===== src/tps_pkg.sv =====
`timescale 1ns / 1ps
// tone pattern sequencer package: payload types, codes and row helpers
// no dependencies; imported by every module of the block

package tps_pkg;

   localparam int TPS_MAX_ROWS = 4;
   localparam int TPS_CSR_W    = 64;
   localparam int TPS_IDX_W    = 2;

   // register indexes
   localparam logic [TPS_IDX_W-1:0] CSR_TONE_FREQS     = 2'd0;
   localparam logic [TPS_IDX_W-1:0] CSR_TONE_DURATIONS = 2'd1;
   localparam logic [TPS_IDX_W-1:0] CSR_ROW_COUNT      = 2'd2;

   // operation codes
   localparam logic [1:0] OP_TICK  = 2'd0;
   localparam logic [1:0] OP_START = 2'd1;
   localparam logic [1:0] OP_STOP  = 2'd2;

   localparam logic [2:0] ROW_COUNT_RESET = 3'd2;

   typedef struct packed {
      logic [1:0]  op;
      logic [31:0] now;
      logic [15:0] repeat_count;
   } tps_req_type;

   typedef struct packed {
      logic [15:0] tone_freq;
      logic        tone_enable;
      logic        stopped;
   } tps_rsp_type;

   typedef enum logic [1:0] {
      ST_IDLE,
      ST_ACCUM,
      ST_COMMIT,
      ST_EMIT
   } tps_state_type;

   typedef struct packed {
      logic load;
      logic step;
      logic commit;
      logic emit;
   } tps_cmd_type;

   typedef struct packed {
      logic tick_work;
      logic row_last;
      logic out_free;
   } tps_status_type;

   // 16-bit field of a packed four-row register
   function automatic logic [15:0] row_field(input logic [63:0] packed_rows,
                                             input logic [1:0] row);
      logic [15:0] f;
      case (row)
         2'd0:    f = packed_rows[15:0];
         2'd1:    f = packed_rows[31:16];
         2'd2:    f = packed_rows[47:32];
         default: f = packed_rows[63:48];
      endcase
      return f;
   endfunction

endpackage


===== src/tps_ctrl.sv =====
`timescale 1ns / 1ps
// tone pattern sequencer controller: state machine issuing datapath commands
// depends on tps_pkg

module tps_ctrl
   import tps_pkg::*;
(
   input  logic           clock,
   input  logic           reset,
   input  logic           req_valid,
   output logic           req_ready,
   input  tps_status_type status,
   output tps_cmd_type    cmd
);

   tps_state_type state_ff, state_in;

   always_ff @(posedge clock) begin
      if (reset) begin
         state_ff <= ST_IDLE;
      end else begin
         state_ff <= state_in;
      end
   end

   always_comb begin
      state_in  = state_ff;
      cmd       = '0;
      req_ready = 1'b0;
      unique case (state_ff)
         ST_IDLE: begin
            req_ready = 1'b1;
            if (req_valid) begin
               cmd.load = 1'b1;
               state_in = status.tick_work ? ST_ACCUM : ST_COMMIT;
            end
         end
         ST_ACCUM: begin
            cmd.step = 1'b1;
            if (status.row_last) begin
               state_in = ST_COMMIT;
            end
         end
         ST_COMMIT: begin
            cmd.commit = 1'b1;
            state_in   = ST_EMIT;
         end
         ST_EMIT: begin
            if (status.out_free) begin
               cmd.emit = 1'b1;
               state_in = ST_IDLE;
            end
         end
         default: begin
            state_in = ST_IDLE;
         end
      endcase
   end

endmodule


===== src/tps_dp.sv =====
`timescale 1ns / 1ps
// tone pattern sequencer datapath: registers, duration adder, state update, result register
// depends on tps_pkg

module tps_dp
   import tps_pkg::*;
#(
   parameter int MAX_ROWS = TPS_MAX_ROWS
)
(
   input  logic                 clock,
   input  logic                 reset,
   input  tps_req_type          req_data,
   input  tps_cmd_type          cmd,
   output tps_status_type       status,
   input  logic                 csr_we,
   input  logic [TPS_IDX_W-1:0] csr_index,
   input  logic [TPS_CSR_W-1:0] csr_wdata,
   output logic                 rsp_valid,
   input  logic                 rsp_ready,
   output tps_rsp_type          rsp_data
);

   localparam int ROW_W = $clog2(MAX_ROWS);
   localparam int CNT_W = ROW_W + 1;

   // configuration
   logic [63:0] tone_freqs_ff;
   logic [63:0] tone_durations_ff;
   logic [2:0]  row_count_ff;

   // sequencer state
   logic signed [16:0] rounds_left_ff, rounds_left_in;
   logic [31:0]        deadline_ff, deadline_in;
   logic [ROW_W-1:0]   current_row_ff, current_row_in;
   logic [15:0]        drive_freq_ff, drive_freq_in;
   logic               drive_on_ff, drive_on_in;

   // item in progress
   logic [1:0]       op_ff;
   logic [15:0]      reps_ff;
   logic             round_end_ff;
   logic [31:0]      acc_ff;
   logic [ROW_W-1:0] row_idx_ff;

   logic             rsp_valid_ff;
   tps_rsp_type      rsp_data_ff;

   logic [CNT_W-1:0] rows_used;
   logic [CNT_W-1:0] next_row;
   logic             active;
   logic             add_row;
   logic [15:0]      row_dur;

   // clamp of the row count to 1..MAX_ROWS
   always_comb begin
      if (row_count_ff == 3'd0) begin
         rows_used = CNT_W'(1);
      end else if (row_count_ff > 3'(MAX_ROWS)) begin
         rows_used = CNT_W'(MAX_ROWS);
      end else begin
         rows_used = CNT_W'(row_count_ff);
      end
   end

   assign active   = ~rounds_left_ff[16];
   assign next_row = CNT_W'(current_row_ff) + CNT_W'(1);
   assign row_dur  = row_field(tone_durations_ff, 2'(row_idx_ff));
   assign add_row  = round_end_ff || (CNT_W'(row_idx_ff) >= next_row);

   assign status.tick_work = (req_data.op == OP_TICK) && active;
   assign status.row_last  = (CNT_W'(row_idx_ff) == (rows_used - CNT_W'(1)));
   assign status.out_free  = ~rsp_valid_ff || rsp_ready;

   always_ff @(posedge clock) begin
      if (reset) begin
         tone_freqs_ff     <= '0;
         tone_durations_ff <= '0;
         row_count_ff      <= ROW_COUNT_RESET;
      end else if (csr_we) begin
         unique case (csr_index)
            CSR_TONE_FREQS:     tone_freqs_ff     <= csr_wdata;
            CSR_TONE_DURATIONS: tone_durations_ff <= csr_wdata;
            CSR_ROW_COUNT:      row_count_ff      <= csr_wdata[2:0];
            default:            ;
         endcase
      end
   end

   // item capture and duration accumulation, one row a cycle
   always_ff @(posedge clock) begin
      if (cmd.load) begin
         op_ff        <= req_data.op;
         reps_ff      <= req_data.repeat_count;
         round_end_ff <= req_data.now >= deadline_ff;
         acc_ff       <= req_data.now;
         row_idx_ff   <= '0;
      end else if (cmd.step) begin
         if (add_row) begin
            acc_ff <= acc_ff + 32'(row_dur);
         end
         row_idx_ff <= row_idx_ff + ROW_W'(1);
      end
   end

   // state update at commit
   always_comb begin
      rounds_left_in = rounds_left_ff;
      deadline_in    = deadline_ff;
      current_row_in = current_row_ff;
      drive_freq_in  = drive_freq_ff;
      drive_on_in    = drive_on_ff;
      case (op_ff)
         OP_TICK: begin
            if (active) begin
               if (round_end_ff) begin
                  rounds_left_in = rounds_left_ff - 17'sd1;
                  if (rounds_left_ff == 17'sd0) begin
                     drive_on_in   = 1'b0;
                     drive_freq_in = '0;
                  end else begin
                     deadline_in    = acc_ff;
                     current_row_in = '0;
                     drive_freq_in  = row_field(tone_freqs_ff, 2'd0);
                     drive_on_in    = 1'b1;
                  end
               end else if ((next_row < rows_used) && (acc_ff >= deadline_ff)) begin
                  current_row_in = next_row[ROW_W-1:0];
                  drive_freq_in  = row_field(tone_freqs_ff, 2'(next_row[ROW_W-1:0]));
                  drive_on_in    = 1'b1;
               end
            end
         end
         OP_START: begin
            rounds_left_in = signed'({1'b0, reps_ff});
            deadline_in    = '0;
            current_row_in = '0;
         end
         OP_STOP: begin
            rounds_left_in = -17'sd1;
            drive_on_in    = 1'b0;
            drive_freq_in  = '0;
         end
         default: ;
      endcase
   end

   always_ff @(posedge clock) begin
      if (reset) begin
         rounds_left_ff <= -17'sd1;
         deadline_ff    <= '0;
         current_row_ff <= '0;
         drive_freq_ff  <= '0;
         drive_on_ff    <= 1'b0;
      end else if (cmd.commit) begin
         rounds_left_ff <= rounds_left_in;
         deadline_ff    <= deadline_in;
         current_row_ff <= current_row_in;
         drive_freq_ff  <= drive_freq_in;
         drive_on_ff    <= drive_on_in;
      end
   end

   // result register
   always_ff @(posedge clock) begin
      if (reset) begin
         rsp_valid_ff <= 1'b0;
      end else if (cmd.emit) begin
         rsp_valid_ff <= 1'b1;
      end else if (rsp_ready) begin
         rsp_valid_ff <= 1'b0;
      end
   end

   always_ff @(posedge clock) begin
      if (cmd.emit) begin
         rsp_data_ff.tone_freq   <= drive_on_ff ? drive_freq_ff : 16'd0;
         rsp_data_ff.tone_enable <= drive_on_ff;
         rsp_data_ff.stopped     <= rounds_left_ff[16] || (rounds_left_ff == 17'sd0);
      end
   end

   assign rsp_valid = rsp_valid_ff;
   assign rsp_data  = rsp_data_ff;

endmodule


===== src/tone_pattern_sequencer.sv =====
`timescale 1ns / 1ps
// Buzzer tone pattern sequencer. Up to MAX_ROWS tone rows (16-bit frequency
// and duration) are written through the csr_ port; row_count picks how many
// are used per round (0 acts as 1, above MAX_ROWS as MAX_ROWS). Each req_
// transaction carries op (tick, start, stop) and gives exactly one rsp_
// transaction with the buzzer frequency, enable and a stopped flag. Start
// loads the repeat count; the first tick after it opens a round, or stops
// at once on a zero count. A tick at or past the round deadline opens the
// next round or stops; otherwise it moves on at most one row once now plus
// the remaining durations reaches the deadline. Time compares are unsigned
// 32-bit and sums wrap. A tick on an active sequence walks the duration
// rows with one adder, one row per cycle; start, stop and idle ticks skip
// the walk. The result sits in an output register, so the next transaction
// is accepted while it waits to be taken. Configuration must be written
// only while no transaction is in flight; the block does not enforce it.
// depends on tps_pkg, tps_ctrl, tps_dp

module tone_pattern_sequencer
   import tps_pkg::*;
#(
   parameter int MAX_ROWS = TPS_MAX_ROWS
)
(
   input  logic                 clock,
   input  logic                 reset,
   // request channel
   input  logic                 req_valid,
   output logic                 req_ready,
   input  tps_req_type          req_data,
   // response channel
   output logic                 rsp_valid,
   input  logic                 rsp_ready,
   output tps_rsp_type          rsp_data,
   // configuration writes
   input  logic                 csr_we,
   input  logic [TPS_IDX_W-1:0] csr_index,
   input  logic [TPS_CSR_W-1:0] csr_wdata
);

   tps_cmd_type    cmd;
   tps_status_type status;

   // sequencing of load, duration walk, commit and result hand-off
   tps_ctrl u_ctrl (
      .clock     (clock),
      .reset     (reset),
      .req_valid (req_valid),
      .req_ready (req_ready),
      .status    (status),
      .cmd       (cmd)
   );

   // configuration, pattern state and the result register
   tps_dp #(
      .MAX_ROWS (MAX_ROWS)
   ) u_dp (
      .clock     (clock),
      .reset     (reset),
      .req_data  (req_data),
      .cmd       (cmd),
      .status    (status),
      .csr_we    (csr_we),
      .csr_index (csr_index),
      .csr_wdata (csr_wdata),
      .rsp_valid (rsp_valid),
      .rsp_ready (rsp_ready),
      .rsp_data  (rsp_data)
   );

`ifndef SYNTH
   // one transaction at a time: busy straight after acceptance
   assert property (@(posedge clock) disable iff (reset)
      (req_valid && req_ready) |=> !req_ready)
      else $error("request accepted while a transaction is in flight");

   // a silent buzzer never reports a frequency
   assert property (@(posedge clock) disable iff (reset)
      (rsp_valid && !rsp_data.tone_enable) |-> (rsp_data.tone_freq == 16'd0))
      else $error("frequency reported with the buzzer off");

   // every commit is followed by a result hand-off attempt
   assert property (@(posedge clock) disable iff (reset)
      cmd.commit |=> !req_ready)
      else $error("controller returned to idle without delivering a result");
`endif

endmodule


===== config.mk =====
export PLATFORM = sky130hd
export DESIGN_NAME = tone_pattern_sequencer
export DESIGN_NICKNAME = d
export VERILOG_FILES = /design/src/tps_pkg.sv /design/src/tps_ctrl.sv /design/src/tps_dp.sv /design/src/tone_pattern_sequencer.sv
export SDC_FILE = /design/constraint.sdc
export NUM_CORES = 1
export LEC_CHECK = 0
export BUFFER_PORTS_ARGS = -buffer_cell sky130_fd_sc_hd__buf_2
export CAP_MARGIN = 10
export CORE_MARGIN = 1
export CORE_UTILIZATION = 30
export CTS_BUF_LIST = sky130_fd_sc_hd__clkbuf_8
export DETAILED_ROUTE_END_ITERATION = 8
export HOLD_SLACK_MARGIN = 0.15
export PLACE_DENSITY = 0.5
export SLEW_MARGIN = 20
export SYNTH_ARGS = -nofsm -noshare
export SYNTH_HDL_FRONTEND = slang
export SYNTH_HIERARCHICAL = 1
export SYNTH_SLANG_ARGS = --single-unit
export TNS_END_PERCENT = 10

===== constraint.sdc =====
create_clock -name clock -period 4.3 [get_ports clock]
set_clock_uncertainty 0.2 [all_clocks]
set_input_delay 0.215 -clock clock [delete_from_list [all_inputs] [get_ports clock]]
set_output_delay 0.215 -clock clock [all_outputs]
set_load 0.005 [all_outputs]

==> flow_summary.json <==
{
  "die-area_um2": 48300,
  "grt_max_degree": 117,
  "cts_sinks": 273,
  "gp_routability_congestion": 0.839,
  "cts_max_path_buffers": 3,
  "crit_buf_inv": 3,
  "hpwl_um": 32100,
  "die_width_um": 220,
  "hold_path.class": "in2reg",
  "regArea_um2": 6160,
  "clk_pin_slew_ns": 0.06,
  "worstPathArrival_ns": 4.19,
  "crit_start": "u_dp/row_idx_ff[0]",
  "worstPathCellList": "inv_1 -> ha_2 -> a222oi_1 -> mux2i_1 -> ha_1 -> inv_1 -> fa_1 -> nor2b_1 -> o31a_1 -> o31a_1 -> o221ai_1 -> buf_4 -> a2111oi_0 -> xnor2_1 -> o21ai_0",
  "post-route-period-util_pct": 93.3,
  "cpLargestDelayFamily": "compound AO/OA/AOI/OAI gates",
  "synth_edf_count": 69,
  "cts_tree": "done",
  "grt_antenna_before_repair": 3,
  "setup_slack_ns": 0.289,
  "grt_usage_pct": 19.4,
  "drc": 10,
  "hold_violations": 0,
  "ys.flop_type": "dfxtp_1",
  "avgRoutedWirePerCell_um": 18.0,
  "synthesis.nets": 1885,
  "start_util_pct": 30.5,
  "grt_pass1_wl_um": 72300,
  "crit_slowest_cell": "a2111oi_0",
  "final_cells": 2621,
  "port_buffers": 140,
  "startpoint_type": "register",
  "ant_nets": 0,
  "cts_root_buf": "clkbuf_8",
  "relSlewSlack_pct": 34.7,
  "rows": 79,
  "synth_area_per_cell_um2": 8.57,
  "violations": "DRC",
  "syn-cell-area_um2": 14200,
  "viasPerCell": 4.99,
  "async_flop_share_pct": 0,
  "p_per_area_nw_per_um2": 442,
  "vias": 13100,
  "yosys_warnings": 6,
  "worstPathRequired_ns": 4.48,
  "p_leak_nw": 7.06,
  "hp-start": "csr_wdata[40]",
  "drv_cap": 0,
  "fmax_ghz": 0.249,
  "ios": 141,
  "ys_ff_latch": 273,
  "multi_input_area_um2": 7450,
  "drt_iter0_markers": 969,
  "rsz0062_at_grt": "no",
  "nets": 2195,
  "die_h_um": 220,
  "cp_max_fo": 16,
  "synth_cells": 1660,
  "drtPass1Iterations": 8,
  "clock_latency_ns": 0.66,
  "syn_to_final_growth_pct": 30.4,
  "slew_viol_final": 0,
  "critPathKind": "reg2reg",
  "peakVddDrop_mv": 0.222,
  "cts_setup_buffers": 0,
  "status": "finished, violations left",
  "first_global_vias": 12700,
  "yosysSeqAreaShare_pct": 43.3,
  "core_um2": 46700,
  "numCtsBuffers": 51,
  "cp_slowest_stage_delay_ns": 0.50,
  "fin_crit_ns": 4.01,
  "setup_viol_count_final": 0,
  "worst_pin_slew_ns": 0.979,
  "power_mw": 8.20,
  "synth_cell_types": 64,
  "dp_cells": 2333,
  "gr-total-overflow": 0,
  "h-tree-depth": 2,
  "pre_cts_ws_ns": 0.162,
  "regToRegStartpoint": "u_dp/row_idx_ff[0]",
  "wl_um": 47200,
  "layout-drive-gt1-share_pct": 13.3,
  "end_kind": "register",
  "nFillCells": 4766,
  "final_core_util_pct": 39.8,
  "finalSetupTns_ns": 0
}
power by group:
part | internal (mW) | switching (mW)
sequential | 3.03 | 0.306
clock | 1.53 | 1.20
combinational | 0.882 | 1.27
total | 5.43 | 2.77
final timing paths:
kind	endpoint	slack, ns	cells past startpoint
max	u_dp/acc_ff[26]	0.29	15
min	u_dp/tone_durations_ff[40]	0.20	4
max reg2reg	u_dp/acc_ff[26]	0.29	15
min reg2reg	u_dp/deadline_ff[25]	0.25	2
per-stage QoR:
step	hold slack (ns)	area [um2]
after CTS	0.150	18500
after detailed placement	0.194	15500
after global routing	0.188	18500
after floorplan	0.114	14200
final	0.200	18500
after global placement	0.197	15500
state kept, by name, indices dropped and copies added, names as in the netlist, 2 cells and up:
| name | flops |
|---|---|
| u_dp/tone_durations_ff | 64 |
| u_dp/tone_freqs_ff | 64 |
| u_dp/acc_ff | 32 |
| u_dp/deadline_ff | 32 |
| u_dp/rsp_data | 18 |
| u_dp/rounds_left_ff | 17 |
| u_dp/drive_freq_ff | 16 |
| u_dp/reps_ff | 16 |
| u_dp/row_count_ff | 3 |
| u_ctrl/state_ff | 2 |
| u_dp/current_row_ff | 2 |
| u_dp/op_ff | 2 |
| u_dp/row_idx_ff | 2 |
synthesized netlist by cell type, types with 5 or more instances:
master	instances	area, um2
a21oi_1	225	1130
nand3_1	14	70.1
xor2_1	17	149
o21a_1	8	60.1
nand2_1	389	1460
o22ai_1	7	43.8
a31oi_1	6	37.5
inv_1	75	282
and3_1	7	43.8
nor3_1	14	70.1
a21o_1	26	195
clkbuf_1	82	308
nand3b_1	31	233
nand4_1	10	62.6
mux2i_1	37	370
a221o_1	26	260
nor2_1	31	116
mux2_2	6	67.6
xnor2_1	12	105
o21ai_0	94	470
o32ai_1	5	43.8
o211ai_1	8	60.1
dfxtp_1	204	4080
nand2b_1	31	194
edfxtp_1	69	2070
nor2b_1	9	56.3
ha_1	103	1290
and2_1	19	119
buf_2	6	30.0
a222oi_1	16	160
cell type report:
class	count	area share (%)
clock inverters	29	1.04
flip-flops and latches	273	33.2
diodes	1	0.0135
clock buffers	67	4.97
multi-input cells	1217	40.2
repair buffers	351	15.0
well taps	607	4.10
inverters	76	1.54
cells by family after synthesis:
kind of cell | after synthesis | share of synthesized area (%)
AOI/OAI and AO/OA | 456 | 19.3
muxes | 43 | 3.08
adders and majority gates | 104 | 9.20
DFF | 273 | 43.3
and+or+nand+nor | 585 | 18.7
buffers and inverters | 170 | 4.65
xor gates and xnor gates | 29 | 1.79
cell usage in the layout (no fill, tap or decap), types with 16 or more instances in the layout:
cell type | synthesis | layout
buf_2 | 6 | 140
xor2_1 | 17 | 17
o21ai_0 | 94 | 94
and2_1 | 19 | 18
nand3b_1 | 31 | 31
dlygate4sd3_1 | 0 | 189
a221o_1 | 26 | 26
inv_1 | 75 | 91
mux2i_1 | 37 | 37
nor2_1 | 31 | 30
edfxtp_1 | 69 | 69
clkbuf_8 | 0 | 67
a21oi_1 | 225 | 225
nand2b_1 | 31 | 31
a21o_1 | 26 | 26
ha_1 | 103 | 99
nand2_1 | 389 | 389
dfxtp_1 | 204 | 204
a222oi_1 | 16 | 16
buf_4 | 0 | 20
worst min-delay path, delay by kind of cell:
| family | cells | cell delay (ns) |
|---|---|---|
| compound gates | 1 | 0.05 |
| buf+inv | 2 | 0.67 |
| simple gates | 1 | 0.06 |
per-layer routing:
metal / up-vias / GRT usage (%) / wire length [um]
li1: 6476 / - / -
met1: 6144 / 25.3 / 20900
met2: 361 / 31.0 / 21700
met3: 106 / 3.40 / 2700
met4: 0 / 8.94 / 1880
met5: - / 0 / 0
timing repair:
action                                  4_1_cts  5_1_grt
resized for setup                             0        7
hold endpoints to repair                    235        0
hold buffers                                191        0
endpoints found under the setup margin        0       10
Note: power is estimated with default switching activity, not from simulation.
